File: src/sv/fbws_pkg.sv
// fbws_pkg: types, codes and constants shared by the flash block wear statistics block
// used by fbws_ctrl, fbws_dp, flash_block_wear_statistics and fbws_checker
`default_nettype none

package fbws_pkg;

	localparam int DEF_MAX_BLOCKS = 4096;

	localparam int STATE_W = 3;
	localparam int ERASE_W = 32;
	localparam int CNT_W   = 13;
	localparam int SUM_W   = 44;

	localparam logic [ERASE_W-1:0] THR_RESET = ERASE_W'(4096);

	localparam logic [STATE_W-1:0] BS_FREE    = 3'd0;
	localparam logic [STATE_W-1:0] BS_UNKNOWN = 3'd1;
	localparam logic [STATE_W-1:0] BS_RECLAIM = 3'd2;
	localparam logic [STATE_W-1:0] BS_BAD     = 3'd3;
	localparam logic [STATE_W-1:0] BS_WORN    = 3'd4;
	localparam logic [STATE_W-1:0] BS_CORRUPT = 3'd5;
	localparam logic [STATE_W-1:0] BS_MAPPED  = 3'd6;
	localparam logic [STATE_W-1:0] BS_INVALID = 3'd7;

	typedef enum logic [1:0] {
		S_LOAD,
		S_SCAN,
		S_FLUSH,
		S_PUBLISH
	} fbws_state_t;

	typedef struct packed {
		logic take;
		logic scan_rd;
		logic publish;
	} fbws_cmd_t;

	typedef struct packed {
		logic scan_end;
		logic out_busy;
	} fbws_status_t;

endpackage

`default_nettype wire

File: src/sv/fbws_ctrl.sv
// fbws_ctrl: sequencer for table load, relocation scan and result hand-off
// depends on fbws_pkg; drives the command struct of fbws_dp
`default_nettype none

module fbws_ctrl (
	input  wire                   clk,
	input  wire                   arst_n,
	input  wire                   in_valid,
	input  wire                   last_block,
	output logic                  in_stall,
	input  fbws_pkg::fbws_status_t status,
	output fbws_pkg::fbws_cmd_t    cmd
);
	import fbws_pkg::*;

	fbws_state_t state_q;
	fbws_state_t state_nxt;

	always_ff @(posedge clk or negedge arst_n) begin
		if (!arst_n) begin
			state_q <= S_LOAD;
		end else begin
			state_q <= state_nxt;
		end
	end

	always_comb begin
		state_nxt = state_q;
		unique case (state_q)
			S_LOAD: begin
				if (in_valid && last_block) begin
					state_nxt = S_SCAN;
				end
			end
			S_SCAN: begin
				if (status.scan_end) begin
					state_nxt = S_FLUSH;
				end
			end
			S_FLUSH: begin
				state_nxt = S_PUBLISH;
			end
			S_PUBLISH: begin
				if (!status.out_busy) begin
					state_nxt = S_LOAD;
				end
			end
			default: begin
				state_nxt = S_LOAD;
			end
		endcase
	end

	always_comb begin
		in_stall    = 1'b1;
		cmd.take    = 1'b0;
		cmd.scan_rd = 1'b0;
		cmd.publish = 1'b0;
		unique case (state_q)
			S_LOAD: begin
				in_stall = 1'b0;
				cmd.take = in_valid;
			end
			S_SCAN: begin
				cmd.scan_rd = 1'b1;
			end
			S_FLUSH: begin
			end
			S_PUBLISH: begin
				cmd.publish = !status.out_busy;
			end
			default: begin
			end
		endcase
	end

endmodule

`default_nettype wire

File: config.mk
export PLATFORM = sky130hd
export DESIGN_NAME = fbws_ctrl
export DESIGN_NICKNAME = d
export VERILOG_FILES = /design/src/sv/fbws_pkg.sv /design/src/sv/fbws_ctrl.sv
export SDC_FILE = /design/constraint.sdc
export NUM_CORES = 1
export LEC_CHECK = 0
export ABC_AREA = 1
export BUFFER_PORTS_ARGS = -buffer_cell sky130_fd_sc_hd__buf_2
export CORE_AREA = 3 3 40 42
export CTS_BUF_LIST = sky130_fd_sc_hd__clkbuf_16
export CTS_CLUSTER_DIAMETER = 100
export DETAILED_ROUTE_END_ITERATION = 10
export DIE_AREA = 0 0 43 45
export GPL_TIMING_DRIVEN = 0
export PLACE_DENSITY = 0.37
export SLEW_MARGIN = 20
export SYNTH_ARGS = -nofsm -noshare
export SYNTH_HDL_FRONTEND = slang
export SYNTH_SLANG_ARGS = --single-unit
File: constraint.sdc
create_clock -name clk -period 1.2 [get_ports clk]
set_input_delay 0.24 -clock clk [delete_from_list [all_inputs] [get_ports clk]]
set_output_delay 0.24 -clock clk [all_outputs]
set_load 0.1 [all_outputs]
# Word level (Yosys, flattened, before mapping)
# Index checks and enable logic that the tools add are counted.
totals:
  ff_bits: 2
  input_bits: 6
  rom_bits: 0
  elab_cells: 19
  mem_bits_rw: 0
  latchBits: 0
  n_memories: 0
  out_inout_bits: 4
op_classes:
  magnitude_cmp: 0
  bitwise: 0
  reduce_logical: 4
  shifts: 0
  n_mux: 8
  eq_ne: 6
  div_mod_pow: 0
  addsub: 0
  n_mul: 0
op_table:
  columns: ["op", "n"]
  rows:
  - ["one-hot mux 2 bit (4 select lines)", 1]
  - ["2-to-1 mux 2 bit", 3]
  - ["!= test 2 bit (second input constant)", 3]
  - ["equality test 2 bit (second input constant)", 2]
  - ["2-to-1 mux 1 bit", 4]
  - ["AND reduction 3 bit", 1]
  - ["equality test 2 x 1 -> 1 bit (second input constant)", 1]
  - ["zero test 2 bit", 1]
  - ["logical AND 1 bit", 1]
  - ["zero test 1 bit", 1]

# Longest topological paths before layout
logic_depth:
  ltp_word: 3
  mapped_depth: 6
  depth_no_buf: 6

# Least setup slack after synthesis
# No wires, ideal clock.
synth_timing:
  path_kind: "register to output"
  startpoint: "register state_q[0]"
  endpoint: "output cmd[0] (netlist bit)"
  path_buffers: 0
  t_required_ps: 960
  arrival_ps: 1845
  path_slack_ps: -885
  stages_incl_launch_ff: 4
  cell_sequence: "dfrtp_1 ha_1 inv_1 nor2_1"
synth_rtl:
  columns: ["item", "line", "source"]
  rows:
  - ["start, declared", "fbws_ctrl.sv:16", "fbws_state_t state_q;"]
  - ["start signal, assigned", "fbws_ctrl.sv:23", "state_q <= state_nxt;"]
  - ["end, declared", "fbws_ctrl.sv:12", "output fbws_pkg::fbws_cmd_t cmd"]

==> results by group <==
Place
  • Number of I/O port buffers: 9
  • Total instance count after detailed placement: 53
  • Post-place setup slack: -0.277 ns
  • GPL Wtd Cong: 0.651
  • Post-DP HPWL: 363 um

Timing
  • Relative slew slack: 0.866
  • Slew of the pin with the lowest slew margin: 0.202 ns
  • Final worst path period need: 1.43 ns
  • Highest clock frequency the design can meet: 0.697 GHz
  • Setup repair after global routing missed its margin: yes
  • Total negative slack: -0.860 ns
  • Layout Skew: 0.00140 ns
  • Final setup violating endpoints: 5
  • Fin. Hold Viols: 0
  • Final critical-path share of the clock period: 1.20
  • Slew Viols, Final: 0
  • Setup ws final: -0.235 ns

Global route
  • Wire length of the first global-routing pass: 972 um
  • GR Util All Layers: 0.0716
  • Antenna violations before repair: 0
  • GRT Residual Overflow: 0
  • Layer with the highest usage after global routing: met2
  • Met3 track demand over resource: 0.0359
  • Routing usage on met2: 0.123
  • Largest net degree at the start of global routing: 5
  • Vias in the first global route: 228
  • Global-route met1 utilization: 0.0723

Synth
  • Instance count of the mapped netlist: 29
  • Yosys cell types: 8
  • Warnings from Yosys: 0
  • Sequential area share after synthesis: 0.234
  • Cell area after technology mapping: 214 um2
  • Post-synthesis area per instance: 7.38 um2
  • Number of nets in the synthesized netlist: 40
  • Number of flip-flops and latches in the synthesized netlist: 2

Detailed routing
  • 1st-pass router iterations: 2
  • Iteration-0 DRC count of the detailed router: 1
  • Number of vias in the routed layout: 235
  • Number of design rule violations left after detail routing: 0
  • Total Wirelength: 569 um
  • Antenna violation net count after detailed routing: 0
  • Average via count per standard cell: 3.67
  • Mean routed wirelength per cell: 8.89 um

Cells and area
  • Flip-flop count of the largest register after layout: 2
  • Number of nets at the end of the flow: 62
  • Leading registers by flop count: state_q: 2 flops
  • Number of inserted diodes: 0
  • Highest-count cells in the layout ignoring fill and taps: nand2_1, buf_4, buf_2
  • Layout cells sized above 1: 0.673
  • Post-route non-filler standard cell count: 64
  • Area Overhead vs Synth: 150%
  • Register containing the most flip-flops in the final layout: state_q

Critical path
  • CP Depth: 5
  • Cells traversed along the worst timing path: inv_4 -> ha_4 -> nand2_4 -> clkinvlp_4 -> buf_12
  • Number of buffers and inverters on the critical path: 3
  • Critical Path Slowest Stage Cell: dfrtp_2
  • Worst stage delay on the critical path: 0.43 ns
  • WS Path Type: reg -> out
  • Family with the most delay on the worst path: flip-flops
  • Reg2reg start: state_q[1]
  • Critical path data arrival time: 1.19 ns
  • Top fanout value on the critical path: 4
  • Setup crit end kind: primary output
  • Critical path origin: state_q[1]
  • Type of origin of the critical path: flip-flop
  • Required @ worst endpoint: 0.96 ns
  • Cells on worst reg2reg path: 8

Clock network
  • Insertion delay of the later-clocked pin in the worst-skew pair: 0.22 ns
  • CTS tree: built
  • Root buffer cell: clkbuf_16
  • Clk slew on worst S/H paths: 0.03 ns
  • Clock net sink count: 2
  • Total clock buffers created by CTS: 3
  • Worst-case clock buffer depth: 2
  • Number of levels in the clock H-tree: 1

Floorplanning
  • Number of I/O pins: 10
  • Horizontal die dimension: 43 um
  • FP Rows: 13
  • Die Y: 45 um
  • Placeable core region: 1280 um2
  • Effective utilization at floorplan: 0.167
  • Area enclosed by the die boundary: 1940 um2

Outcome
  • Violated checks: negative setup slack
  • Run status: complete, but fails checks

Run
  • Maxcap violations: 0

Worst hold path
  • Classification of the worst-slack hold path: in -> async
[path summary, 6_finish.rpt]
check,to,slack [ns]
setup / recovery,cmd[2],-0.23
hold / removal,state_q[0],0.34
setup reg to reg,state_q[0],0
hold reg to reg,state_q[1],0.56
max in group asynchronous,state_q[1],0.75
min in group clk,state_q[0],0.40
[synth_stat cells]
cell | count | area [um2]
dfrtp_1 | 2 | 50.1
ha_1 | 5 | 62.6
inv_1 | 8 | 30.0
nand2_1 | 7 | 26.3
nand2_2 | 3 | 18.8
nand3_2 | 1 | 10.0
nand4_1 | 2 | 12.5
nor2_1 | 1 | 3.75
[repair_timing]
| item | 4_1_cts | 5_1_grt |
|---|---|---|
| endpoints found under the setup margin | 4 | 6 |
| pin swaps | 1 | 4 |
| hold buffers | 1 | 0 |
| gates cloned | 0 | 0 |
| hold endpoints to repair | 2 | 0 |
| resized for setup | 16 | 5 |
| buffers inserted | 2 | 5 |
[through the flow]
step                      hold slack, ns  utilization  area [um2]
after global placement            0.0236        0.253         325
final                              0.340        0.417         536
after detailed placement          0.0293        0.253         325
after floorplan                  -0.0556            -         262
after global routing               0.358        0.417         536
after CTS                          0.338        0.376         483
[per-layer routing]
layer,share of wire,up-vias
met5,0,-
met4,0,0
met3,0.025,0
met2,0.58,3
met1,0.39,106
li1,-,126
[cell type report]
| class | count | area, um2 |
|---|---|---|
| sequential | 2 | 52.6 |
| clock buffer | 3 | 75.1 |
| fill | 134 | 749 |
| inverter | 8 | 42.5 |
| multi-input combinational | 19 | 184 |
| tap | 15 | 18.8 |
| timing repair buffer | 17 | 163 |
[worst register-to-register path: stages (launching register included)]
cell and delay (ns):
dfrtp_2 0.40, inv_4 0.06, buf_4 0.13, buf_4 0.12
ha_1 0.16, inv_1 0.05, nand2_1 0.05, nand4_1 0.06
nand2_1 0.06
[logic make-up (layout without fill, tap and decap cells)]
kind of cell,Yosys count,in the layout,synth area share
simple gates,14,14,0.333
buf+inv,8,28,0.140
flops,2,2,0.234
fa+ha+maj,5,5,0.292
Power is not shown: default switching activity piles up to over one toggle a cycle in this logic, so the estimate is an artifact.
